$ cat src/rtl/wcr_pkg.sv
package wcr_pkg;

  // sample and accumulator geometry
  localparam int SAMPLE_BITS = 16;
  localparam int FRAC_BITS   = 16;
  localparam int FPC_W       = 32;
  localparam int ACC_W       = FPC_W + 1;
  localparam int CENTER_W    = 11;
  localparam int GAIN_W      = 11;
  localparam int BASE_W      = 15;
  localparam int COL_W       = 16;
  localparam int ROW_W       = CENTER_W + 2;
  localparam int PROD_W      = SAMPLE_BITS + GAIN_W + 1;
  localparam int NUM_W       = CENTER_W + SAMPLE_BITS + 2;

  // accumulator step of one pair, 1.0 in Q16.16
  localparam logic [ACC_W-1:0] ACC_INC = ACC_W'(1) << FRAC_BITS;

  // register reset values
  localparam logic [FPC_W-1:0]    FPC_RESET    = FPC_W'(65536);
  localparam logic [CENTER_W-1:0] CENTER_RESET = CENTER_W'(64);
  localparam logic [GAIN_W-1:0]   GAIN_RESET   = GAIN_W'(128);

  // register indexes
  localparam int CFG_IDX_W = 3;
  localparam logic [CFG_IDX_W-1:0] REG_FRAMES_PER_COLUMN  = 3'd0;
  localparam logic [CFG_IDX_W-1:0] REG_CENTER_ROW         = 3'd1;
  localparam logic [CFG_IDX_W-1:0] REG_VERTICAL_GAIN      = 3'd2;
  localparam logic [CFG_IDX_W-1:0] REG_SINGLE_SAMPLE_MODE = 3'd3;
  localparam logic [CFG_IDX_W-1:0] REG_COLUMN_BASE        = 3'd4;

  // result queue
  localparam int FIFO_DEPTH = 8;
  localparam int PTR_W      = $clog2(FIFO_DEPTH);
  localparam int CNT_W      = PTR_W + 1;

  typedef logic signed [SAMPLE_BITS-1:0] sample_t;
  typedef logic signed [ROW_W-1:0]       row_t;
  typedef logic [COL_W-1:0]              col_t;

  typedef struct packed {
    col_t       column;
    row_t       row_from;
    row_t       row_to;
    logic       slanted;
    logic       run_end;
  } res_t;

  // gathered column events of one pair, sample domain
  typedef struct packed {
    logic    start;
    logic    emit;
    logic    last;
    sample_t emit_hi;
    sample_t emit_lo;
    sample_t fin_hi;
    sample_t fin_lo;
    col_t    emit_cnt;
    col_t    fin_cnt;
  } s1_t;

  // the same events, pixel domain
  typedef struct packed {
    logic start;
    logic emit;
    logic last;
    row_t emit_top;
    row_t emit_bot;
    row_t fin_top;
    row_t fin_bot;
    col_t emit_col;
    col_t fin_col;
  } s2_t;

  // round(center - sample * gain / 2), halves away from zero
  function automatic row_t row_of(sample_t s, logic [CENTER_W-1:0] c,
                                  logic [GAIN_W-1:0] g);
    logic signed [PROD_W-1:0] prod;
    logic signed [NUM_W-1:0]  num;
    logic [NUM_W-1:0]         mag;
    logic [NUM_W-1:0]         rsum;
    logic [ROW_W-1:0]         q;
    prod = PROD_W'(s) * PROD_W'($signed({1'b0, g}));
    num  = $signed({{(NUM_W-CENTER_W-SAMPLE_BITS){1'b0}}, c, {SAMPLE_BITS{1'b0}}})
         - $signed({{(NUM_W-PROD_W){prod[PROD_W-1]}}, prod});
    mag  = num[NUM_W-1] ? NUM_W'(-num) : NUM_W'(num);
    rsum = mag + (NUM_W'(1) << (SAMPLE_BITS - 1));
    q    = ROW_W'(rsum >> SAMPLE_BITS);
    return num[NUM_W-1] ? row_t'(-q) : row_t'(q);
  endfunction

endpackage

$ cat src/rtl/waveform_column_renderer_top.sv
// Min/max waveform column renderer. Peak pairs (high, low; signed Q1.15) enter on the in_
// stream, one per cycle; a pair of the run that closes a column gives one line, the pair
// marked tlast gives the final vertical line as well. Lines leave on the out_ stream,
// one per cycle, through an 8-entry queue; an input pair is taken only while the queue
// has room for two lines from every pair still in flight, so the sustained rate is one
// pair a cycle while pairs average no more than one line each, and otherwise the output
// port (one line a cycle) sets it. From input to first visible line a pair passes the
// accumulator register, the row multiply register, then stretch and write into the queue.
// Configuration writes are always taken and must only be made while no pair is pending.
module waveform_column_renderer_top (
  input  logic        clk,
  input  logic        rst_n,
  // pair stream
  input  logic        in_tvalid,
  output logic        in_tready,
  input  logic [31:0] in_tdata,   // high_sample[15:0], low_sample[31:16]
  input  logic        in_tlast,   // last_pair
  // line stream
  output logic        out_tvalid,
  input  logic        out_tready,
  output logic [47:0] out_tdata,  // column[15:0], row_from[28:16], row_to[41:29], zero pad
  output logic        out_tuser,  // slanted
  output logic        out_tlast,  // run_end
  // register writes
  input  logic        cfg_valid,
  output logic        cfg_ready,
  input  logic [2:0]  cfg_index,
  input  logic [31:0] cfg_data
);

  // configuration registers
  logic [wcr_pkg::FPC_W-1:0]    fpc_r;
  logic [wcr_pkg::CENTER_W-1:0] center_r;
  logic [wcr_pkg::GAIN_W-1:0]   gain_r;
  logic                         ssm_r;
  logic [wcr_pkg::BASE_W-1:0]   base_r;

  assign cfg_ready = 1'b1;

  always_ff @(posedge clk) begin
    if (!rst_n) begin
      fpc_r    <= wcr_pkg::FPC_RESET;
      center_r <= wcr_pkg::CENTER_RESET;
      gain_r   <= wcr_pkg::GAIN_RESET;
      ssm_r    <= 1'b0;
      base_r   <= '0;
    end else if (cfg_valid) begin
      unique case (cfg_index)
        wcr_pkg::REG_FRAMES_PER_COLUMN:  fpc_r    <= cfg_data;
        wcr_pkg::REG_CENTER_ROW:         center_r <= cfg_data[wcr_pkg::CENTER_W-1:0];
        wcr_pkg::REG_VERTICAL_GAIN:      gain_r   <= cfg_data[wcr_pkg::GAIN_W-1:0];
        wcr_pkg::REG_SINGLE_SAMPLE_MODE: ssm_r    <= cfg_data[0];
        wcr_pkg::REG_COLUMN_BASE:        base_r   <= cfg_data[wcr_pkg::BASE_W-1:0];
        default: ;
      endcase
    end
  end

  // ---------------------------------------------------------------- stage a
  logic                       run_started_r, run_started_nxt;
  logic [wcr_pkg::ACC_W-1:0]  frame_accum_r, frame_accum_nxt;
  wcr_pkg::sample_t           run_high_r, run_high_nxt;
  wcr_pkg::sample_t           run_low_r, run_low_nxt;
  wcr_pkg::col_t              column_count_r, column_count_nxt;

  logic                       in_acc;
  wcr_pkg::sample_t           hi, lo;
  logic                       start_a, emit_a;
  logic [wcr_pkg::ACC_W-1:0]  acc0, acc_sub;
  logic [wcr_pkg::ACC_W:0]    acc_sum;
  wcr_pkg::sample_t           rh0, rl0, rh1, rl1;
  wcr_pkg::col_t              cc0;
  wcr_pkg::s1_t               s1_nxt, s1_r;
  logic                       s1_valid_r;

  assign in_acc = in_tvalid && in_tready;
  assign hi     = wcr_pkg::sample_t'(in_tdata[15:0]);
  assign lo     = wcr_pkg::sample_t'(in_tdata[31:16]);

  // accumulator compare and min/max gathering
  always_comb begin
    start_a = !run_started_r;
    acc0    = start_a ? '0 : frame_accum_r;
    cc0     = start_a ? '0 : column_count_r;
    rh0     = start_a ? hi : run_high_r;
    rl0     = start_a ? lo : run_low_r;
    emit_a  = acc0 >= wcr_pkg::ACC_W'(fpc_r);
    acc_sub = emit_a ? acc0 - wcr_pkg::ACC_W'(fpc_r) : acc0;
    acc_sum = {1'b0, acc_sub} + {1'b0, wcr_pkg::ACC_INC};
    frame_accum_nxt  = acc_sum[wcr_pkg::ACC_W] ? '1 : acc_sum[wcr_pkg::ACC_W-1:0];
    column_count_nxt = emit_a ? cc0 + wcr_pkg::COL_W'(1) : cc0;
    rh1 = emit_a ? hi : rh0;
    rl1 = emit_a ? lo : rl0;
    run_high_nxt = (hi > rh1) ? hi : rh1;
    run_low_nxt  = (lo < rl1) ? lo : rl1;
    run_started_nxt = !in_tlast;

    s1_nxt.start    = start_a;
    s1_nxt.emit     = emit_a;
    s1_nxt.last     = in_tlast;
    s1_nxt.emit_hi  = rh0;
    s1_nxt.emit_lo  = rl0;
    s1_nxt.fin_hi   = run_high_nxt;
    s1_nxt.fin_lo   = run_low_nxt;
    s1_nxt.emit_cnt = cc0;
    s1_nxt.fin_cnt  = column_count_nxt;
  end

  always_ff @(posedge clk) begin
    if (!rst_n) begin
      run_started_r  <= 1'b0;
      frame_accum_r  <= '0;
      run_high_r     <= '0;
      run_low_r      <= '0;
      column_count_r <= '0;
      s1_valid_r     <= 1'b0;
    end else begin
      s1_valid_r <= in_acc;
      if (in_acc) begin
        run_started_r  <= run_started_nxt;
        frame_accum_r  <= frame_accum_nxt;
        run_high_r     <= run_high_nxt;
        run_low_r      <= run_low_nxt;
        column_count_r <= column_count_nxt;
      end
    end
  end

  always_ff @(posedge clk) begin
    if (in_acc) begin
      s1_r <= s1_nxt;
    end
  end

  // ---------------------------------------------------------------- stage b
  wcr_pkg::s2_t  s2_nxt, s2_r;
  logic          s2_valid_r;
  wcr_pkg::col_t base_col;

  // sample to pixel row, one multiply per row
  always_comb begin
    base_col        = wcr_pkg::COL_W'(base_r);
    s2_nxt.start    = s1_r.start;
    s2_nxt.emit     = s1_r.emit;
    s2_nxt.last     = s1_r.last;
    s2_nxt.emit_top = wcr_pkg::row_of(s1_r.emit_hi, center_r, gain_r);
    s2_nxt.emit_bot = wcr_pkg::row_of(s1_r.emit_lo, center_r, gain_r);
    s2_nxt.fin_top  = wcr_pkg::row_of(s1_r.fin_hi, center_r, gain_r);
    s2_nxt.fin_bot  = wcr_pkg::row_of(s1_r.fin_lo, center_r, gain_r);
    s2_nxt.emit_col = base_col + s1_r.emit_cnt;
    s2_nxt.fin_col  = base_col + s1_r.fin_cnt;
  end

  always_ff @(posedge clk) begin
    if (!rst_n) begin
      s2_valid_r <= 1'b0;
    end else begin
      s2_valid_r <= s1_valid_r;
    end
  end

  always_ff @(posedge clk) begin
    if (s1_valid_r) begin
      s2_r <= s2_nxt;
    end
  end

  // ---------------------------------------------------------------- stage c
  wcr_pkg::row_t prev_top_r, prev_top_nxt;
  wcr_pkg::row_t prev_bot_r, prev_bot_nxt;
  logic          first_r, first_nxt;
  wcr_pkg::row_t pt, pb, a_row, b_row;
  logic          first_c;
  wcr_pkg::res_t emit_res, fin_res, push0, push1;
  logic [1:0]    n_push;

  // stretch against the previous column, or slant from its top
  always_comb begin
    pt      = s2_r.start ? wcr_pkg::row_t'({2'b00, center_r}) : prev_top_r;
    pb      = s2_r.start ? wcr_pkg::row_t'({2'b00, center_r}) : prev_bot_r;
    first_c = s2_r.start ? 1'b1 : first_r;
    a_row   = s2_r.emit_top;
    b_row   = s2_r.emit_bot;
    if (!first_c) begin
      if (a_row > pb) a_row = pb + wcr_pkg::row_t'(1);
      if (b_row < pt) b_row = pt - wcr_pkg::row_t'(1);
    end

    emit_res.column  = s2_r.emit_col;
    emit_res.run_end = 1'b0;
    if (ssm_r) begin
      emit_res.row_from = pt;
      emit_res.row_to   = s2_r.emit_top;
      emit_res.slanted  = 1'b1;
    end else begin
      emit_res.row_from = a_row;
      emit_res.row_to   = b_row;
      emit_res.slanted  = 1'b0;
    end

    fin_res.column   = s2_r.fin_col;
    fin_res.row_from = s2_r.fin_top;
    fin_res.row_to   = s2_r.fin_bot;
    fin_res.slanted  = 1'b0;
    fin_res.run_end  = 1'b1;

    push0  = s2_r.emit ? emit_res : fin_res;
    push1  = fin_res;
    n_push = s2_valid_r ? (2'({1'b0, s2_r.emit}) + 2'({1'b0, s2_r.last})) : 2'd0;

    prev_top_nxt = s2_r.emit ? s2_r.emit_top : pt;
    prev_bot_nxt = s2_r.emit ? s2_r.emit_bot : pb;
    first_nxt    = (s2_r.emit && !ssm_r) ? 1'b0 : first_c;
  end

  always_ff @(posedge clk) begin
    if (!rst_n) begin
      prev_top_r <= '0;
      prev_bot_r <= '0;
      first_r    <= 1'b1;
    end else if (s2_valid_r) begin
      prev_top_r <= prev_top_nxt;
      prev_bot_r <= prev_bot_nxt;
      first_r    <= first_nxt;
    end
  end

  // ---------------------------------------------------------------- line queue
  wcr_pkg::res_t                fifo_r [wcr_pkg::FIFO_DEPTH];
  logic [wcr_pkg::PTR_W-1:0]    wr_ptr_r, rd_ptr_r;
  logic [wcr_pkg::CNT_W-1:0]    count_r, count_nxt;
  logic [wcr_pkg::CNT_W-1:0]    used_r, used_nxt;
  logic                         pop;
  wcr_pkg::res_t                head;

  assign pop        = out_tvalid && out_tready;
  assign out_tvalid = count_r != '0;
  assign head       = fifo_r[rd_ptr_r];
  assign out_tdata  = {6'b0, head.row_to, head.row_from, head.column};
  assign out_tuser  = head.slanted;
  assign out_tlast  = head.run_end;

  // every pair in flight holds room for two lines until its lines are known
  assign in_tready = used_r <= wcr_pkg::CNT_W'(wcr_pkg::FIFO_DEPTH - 2);

  always_comb begin
    count_nxt = count_r + wcr_pkg::CNT_W'(n_push) - wcr_pkg::CNT_W'(pop);
    used_nxt  = used_r
              + (in_acc ? wcr_pkg::CNT_W'(2) : '0)
              - (s2_valid_r ? wcr_pkg::CNT_W'(2'd2 - n_push) : '0)
              - wcr_pkg::CNT_W'(pop);
  end

  always_ff @(posedge clk) begin
    if (!rst_n) begin
      wr_ptr_r <= '0;
      rd_ptr_r <= '0;
      count_r  <= '0;
      used_r   <= '0;
    end else begin
      wr_ptr_r <= wr_ptr_r + wcr_pkg::PTR_W'(n_push);
      rd_ptr_r <= rd_ptr_r + wcr_pkg::PTR_W'(pop);
      count_r  <= count_nxt;
      used_r   <= used_nxt;
    end
  end

  always_ff @(posedge clk) begin
    if (n_push != 2'd0) begin
      fifo_r[wr_ptr_r] <= push0;
    end
    if (n_push == 2'd2) begin
      fifo_r[wr_ptr_r + wcr_pkg::PTR_W'(1)] <= push1;
    end
  end

`ifndef SYNTH
  // queue never overfills
  a_count_bound: assert property (@(posedge clk) disable iff (!rst_n)
    count_r <= wcr_pkg::CNT_W'(wcr_pkg::FIFO_DEPTH))
    else $error("line queue overflow");

  // reserved room always covers the stored lines
  a_used_covers: assert property (@(posedge clk) disable iff (!rst_n)
    used_r >= count_r && used_r <= wcr_pkg::CNT_W'(wcr_pkg::FIFO_DEPTH))
    else $error("reservation count out of step with queue");

  // with the pipeline empty nothing stays reserved beyond the queue
  a_used_drained: assert property (@(posedge clk) disable iff (!rst_n)
    (!s1_valid_r && !s2_valid_r) |-> used_r == count_r)
    else $error("reservation leak after pipeline drained");
`endif

endmodule
$ cat config.mk
export PLATFORM = sky130hd
export DESIGN_NAME = waveform_column_renderer_top
export DESIGN_NICKNAME = d
export VERILOG_FILES = /design/src/rtl/wcr_pkg.sv /design/src/rtl/waveform_column_renderer_top.sv
export SDC_FILE = /design/constraint.sdc
export NUM_CORES = 2
export LEC_CHECK = 0
export BUFFER_PORTS_ARGS = -buffer_cell sky130_fd_sc_hd__buf_2
export CAP_MARGIN = 20
export CORE_UTILIZATION = 50
export DETAILED_ROUTE_END_ITERATION = 8
export GPL_TIMING_DRIVEN = 0
export PLACE_DENSITY = 0.66
export SYNTH_ARGS = -nofsm -noshare
export SYNTH_HDL_FRONTEND = slang
export SYNTH_SLANG_ARGS = --single-unit
$ cat constraint.sdc
create_clock -name clk -period 21.5 [get_ports clk]
set_clock_uncertainty 0.05 [all_clocks]
set_input_delay 4.3 -clock clk [delete_from_list [all_inputs] [get_ports clk]]
set_output_delay 4.3 -clock clk [all_outputs]
set_load 0.03 [all_outputs]
* Yosys cells after proc, flatten, opt, wreduce, memory -nomap -nowiden
Memory sizes are Yosys's and may differ from the RTL's. A register that Yosys moved wholly into a read port is not among the register bits.
Index checks and enable logic that the tools add are counted.
** Word-level totals
- Input bits :: 73
- Flip-flop bits (word level) :: 381
- Word-level logic and storage cells :: 139
- Output and inout bits :: 53
- Bits in writable memories :: 352
- Memories kept :: 1
** Operators by class
- Magnitude comparators :: 6
- $add $sub $neg :: 33
- $mul :: 4
- Equality and inequality tests :: 5
- Muxes and demuxes :: 39
- Reduce and logical (&&, ||, !) cells :: 14
** Memory list
- fifo_r :: depth 8, bits a word 44, read ports 1, clocked after Yosys merged registers in 1, wr ports 2, RTL line waveform_column_renderer_top.sv:229 : wcr_pkg::res_t fifo_r [wcr_pkg::FIFO_DEPTH];
** Operators by type and width (count)
- $mux 13 :: 12
- $mux 16 :: 8
- $add 29x16->29 const B :: 4
- $mux 29 :: 4
- $neg 29->29 :: 4
- $sub 28x28->29 :: 4
- $mul 16x12->28 :: 4
- $mux 33 :: 3
- $neg 13->13 :: 4
- $mux 44 :: 1
- $add 33x17->34 const B :: 1
- $ge 33x32->1 :: 1
- $sub 33x32->33 :: 1
- $add 15x16->16 :: 2
- $mux 27 :: 1
- $add 16x1->16 const B :: 1
- $gt 16x16->1 :: 1
- $lt 16x16->1 :: 1
- $add 13x2->13 const B :: 1
- $gt 13x13->1 :: 1
- $lt 13x13->1 :: 1
- $sub 13x2->13 const B :: 1
- $reduce_and 2->1 :: 5
- $add 4x2->4 :: 2
- 21 further kinds :: 33

* Depth between registers and ports, before layout
- Depth in word-level cells :: 7
- Gate-level depth with buffers :: 41
- Gate-level depth less buffers :: 35

* Worst setup path before layout
OpenSTA, ideal clock, no wires.
- Path type :: reg-to-reg
- Start point :: register gain_r[1] (netlist name)
- End point :: register s2_r[67] (netlist name) (data pin)
- Path slack :: 12147 ps
- Setup time :: 267 ps
- Arrival :: 9037 ps
- Stages on the path, launching flop included :: 39
- Buffers on the path :: 9
- Data required time :: 21183 ps
- Period minus slack after synthesis :: 9353 ps
- Cells stage by stage :: dfxtp_1 clkbuf_1 clkbuf_1 nand2_1 fa_1 fa_1 fa_1 inv_1 fa_1 fa_1 inv_1 fa_1 ha_1 clkbuf_1 and3_1 and4_1 o2111ai_1 and3_1 [... 3 more ...] buf_2 buf_2 buf_1 clkbuf_1 a21oi_1 xor2_1 ha_1 clkbuf_1 nor3b_1 and3b_1 a211oi_1 o21bai_2 nor2_1 xnor2_2 nor4b_4 mux2i_1 o22ai_2 xnor2_1
** RTL lines
- start: declaration :: RTL line waveform_column_renderer_top.sv:34 : logic [wcr_pkg::GAIN_W-1:0] gain_r;
- start signal: assignment :: RTL line waveform_column_renderer_top.sv:44 : gain_r <= wcr_pkg::GAIN_RESET;
- start signal: assignment :: RTL line waveform_column_renderer_top.sv:51 : wcr_pkg::REG_VERTICAL_GAIN: gain_r <= cfg_data[wcr_pkg::GAIN_W-1:0];
- end signal: assignment :: RTL line waveform_column_renderer_top.sv:164 : s2_r <= s2_nxt;
- end: declaration :: RTL line waveform_column_renderer_top.sv:136 : wcr_pkg::s2_t s2_nxt, s2_r;

==> results by group <==
Status
  • Status: finished clean

Critical path
  • Crit-path slowest cell: clkbuf_1
  • Reg2reg end: s2_r[67]
  • WP data arrival: 13020 ps
  • Slowest Stage Delay on Critical Path: 920 ps
  • WP buf/inv: 12
  • Crit end category: flop
  • Crit path max-delay family: buffers and inverters
  • CP Max Fanout: 10
  • Crit start category: flop
  • Worst Setup SP: gain_r[2]
  • Worst R2R Setup Slack: 8810 ps
  • Crit Path Class: flop to flop
  • Worst path required time: 21830 ps
  • Worst-case reg-to-reg path depth: 38
  • Reg2Reg Launch Point: gain_r[2]
  • Crit path top cell by count: fa_1

Clock network
  • CTS tree: built
  • Postcts setup bufs: 0
  • H-Tree Depth: 3
  • Clk root buf: clkbuf_16
  • Clock buffer depth: 3
  • Num CTS Buffers: 81
  • CTS Hold Bufs: 0
  • CTS Sinks: 733
  • Clk_lat worst skew: 690 ps
  • Post_cts resized: 0
  • Worst-path clk slew: 60 ps

Synth
  • Post-synth top flop: edfxtp_1
  • Post-synth ARST share: 0%
  • Post-synth top cells: inv_1 (1044), nand2_1 (985), fa_1 (687)
  • Synth cell types: 113
  • Synth area leader: edfxtp_1
  • Avg Synthesized Cell Area: 9.44 um2
  • Top-count cell post-synth: inv_1
  • Register area share after synthesis: 27.1%
  • Synth area leaders: edfxtp_1 (21%), fa_1 (19%), ha_1 (8.3%)
  • Post-Syn Area: 73500 um2
  • EDFF count, synth: 522
  • Area share of the largest cell type after synthesis: 21.3%
  • Syn. warnings: 0
  • Mapped Cells: 7784
  • Synthesized flop and latch total: 733

Detailed routing
  • Pre-antenna DRT Iters: 6
  • Total Wirelength: 233000 um
  • Drt wl/cell: 23.2 um
  • Antenna Nets Post-Route: 0
  • Routed vias/inst: 5.88
  • Drt drc: 0
  • Initial DRC count: 5900
  • DR vias: 58900

Place
  • DP Area: 77000 um2
  • IO Port Bufs: 118
  • GP Congestion: 0.972
  • Detail Placement HPWL: 182000 um
  • Placed Cells: 9851

Timing
  • FMAX: 78.8 MHz
  • Worst Tran Pin Value: 1270 ps
  • Final hold vios: 0
  • Post-layout min period: 12690 ps
  • RSZ-0062 raised after global routing: false
  • Worst slew margin: 15.3%
  • Final setup violation count: 0
  • Count of pins over their slew limit: 0
  • Fin crit share: 59.0%
  • Setup tns final: 0 ps

GRT
  • Largest net degree at the start of global routing: 62
  • GRT overflow: 0
  • Initial antenna violation count: 11
  • Tot GR Track Use: 31.2%
  • Vias in the first global route: 57500
  • First-pass GRT wire length: 350000 um

Worst hold path
  • Hold Path Sink: s2_r[85]
  • Hold depth: 0
  • HP Start: s1_r[97]
  • Worst hold path class: flop to flop

Final layout
  • Layout area overhead: 9.05%
  • Layout cells sized above 1: 7.31%
  • Post-route core utilization: 55.0%
  • Final Non-Filler Cells: 10000
  • Post-route cell area: 80100 um2
  • Layout net count: 9271

Run
  • Maximum capacitance violations: 0

Die
  • Row count: 140
  • Core area: 146000 um2
  • Initial Util: 50.4%
  • Chip Width: 385 um
  • Ports: 126
  • Chip height: 385 um
  • Die area: 149000 um2
==> worst reg2reg max path, delay by kind of cell (launching register included) <==
family | cells | cell delay [ps]
xor gates and xnor gates | 3 | 960
and+or+nand+nor | 7 | 1550
DFF | 1 | 320
muxes | 1 | 250
AOI/OAI and AO/OA | 7 | 1440
adders and majority gates | 8 | 3710
buffers and inverters | 12 | 4130
==> kinds of logic after synthesis <==
logic type | Yosys count | share of synthesized area (%)
fa+ha+maj | 1173 | 27.0
xor+xnor | 325 | 4.01
other cells | 2 | 0.0102
compound gates | 1412 | 12.7
flops | 733 | 27.1
simple gates | 2327 | 15.8
buf+inv | 1519 | 7.83
mux | 293 | 5.66
==> metrics by stage <==
step / hold slack (ps) / worst slack [ps]
2_1_floorplan: 350 / 12150
3_3_place_gp: 358 / 8710
3_5_place_dp: 356 / 8910
4_1_cts: 365 / 8900
5_1_grt: 379 / 8380
6_report: 369 / 8810
==> placed cells by master, fill, tap and decap left out, types with 40 or more instances in the layout <==
| master | count |
|---|---|
| xnor2_1 | 216 |
| edfxtp_1 | 522 |
| a32o_1 | 88 |
| and3_1 | 48 |
| and2_1 | 538 |
| inv_1 | 1044 |
| ha_1 | 486 |
| nand4_1 | 48 |
| a22o_1 | 40 |
| o211ai_1 | 61 |
| nor3_1 | 82 |
| o21ai_0 | 426 |
| mux4_2 | 88 |
| buf_1 | 55 |
| xor2_1 | 97 |
| clkbuf_1 | 401 |
| nor2_1 | 251 |
| mux2_2 | 99 |
| a31oi_1 | 58 |
| a21o_1 | 93 |
| clkbuf_16 | 82 |
| mux2i_1 | 106 |
| dfxtp_1 | 210 |
| fa_1 | 687 |
| nand3_1 | 91 |
| a21oi_1 | 313 |
| nand2_1 | 981 |
| buf_2 | 133 |
| nand2b_1 | 53 |
==> state kept, by name, summed over array words and instances, names as in the netlist, 15 cells and up <==
name / cells
base_r: 15
column_count_r: 16
emit_res: 16
fifo_r: 352
fin_res: 42
fpc_r: 32
frame_accum_r: 33
run_high_r: 16
run_low_r: 16
s1_r: 99
s2_r: 29
==> per-layer routing <==
| metal | up-vias | global-route usage (%) | part of all wire, % |
|---|---|---|---|
| met5 | - | 0 | 0.015 |
| met2 | 2716 | 48.8 | 45 |
| met1 | 29000 | 42.5 | 42 |
| met4 | 6 | 13.7 | 4.7 |
| li1 | 26700 | - | - |
| met3 | 454 | 5.18 | 8.5 |
==> worst max path at each step <==
stage / slack, ps / end / cells after the start
floorplan: 12150 / s2_r[67] / 38
global placement: 8710 / s2_r[67] / 39
detailed placement: 8910 / s2_r[67] / 38
CTS: 8900 / s2_r[67] / 38
global route: 8380 / s2_r[67] / 38
finish: 8810 / s2_r[67] / 38
==> final cells by class <==
cell class,count,area (um2)
Fill cell,13100,65600
Multi-Input combinational cell,5537,47900
Sequential cell,733,19900
Inverter,1045,3920
Tap cell,1917,2400
Clock buffer,92,2110
Buffer,474,1840
Timing Repair Buffer,153,1210
Clock inverter,59,881
Antenna cell,6,15.0
Power is not shown: default switching activity piles up to over one toggle a cycle in this logic, so the estimate is an artifact.
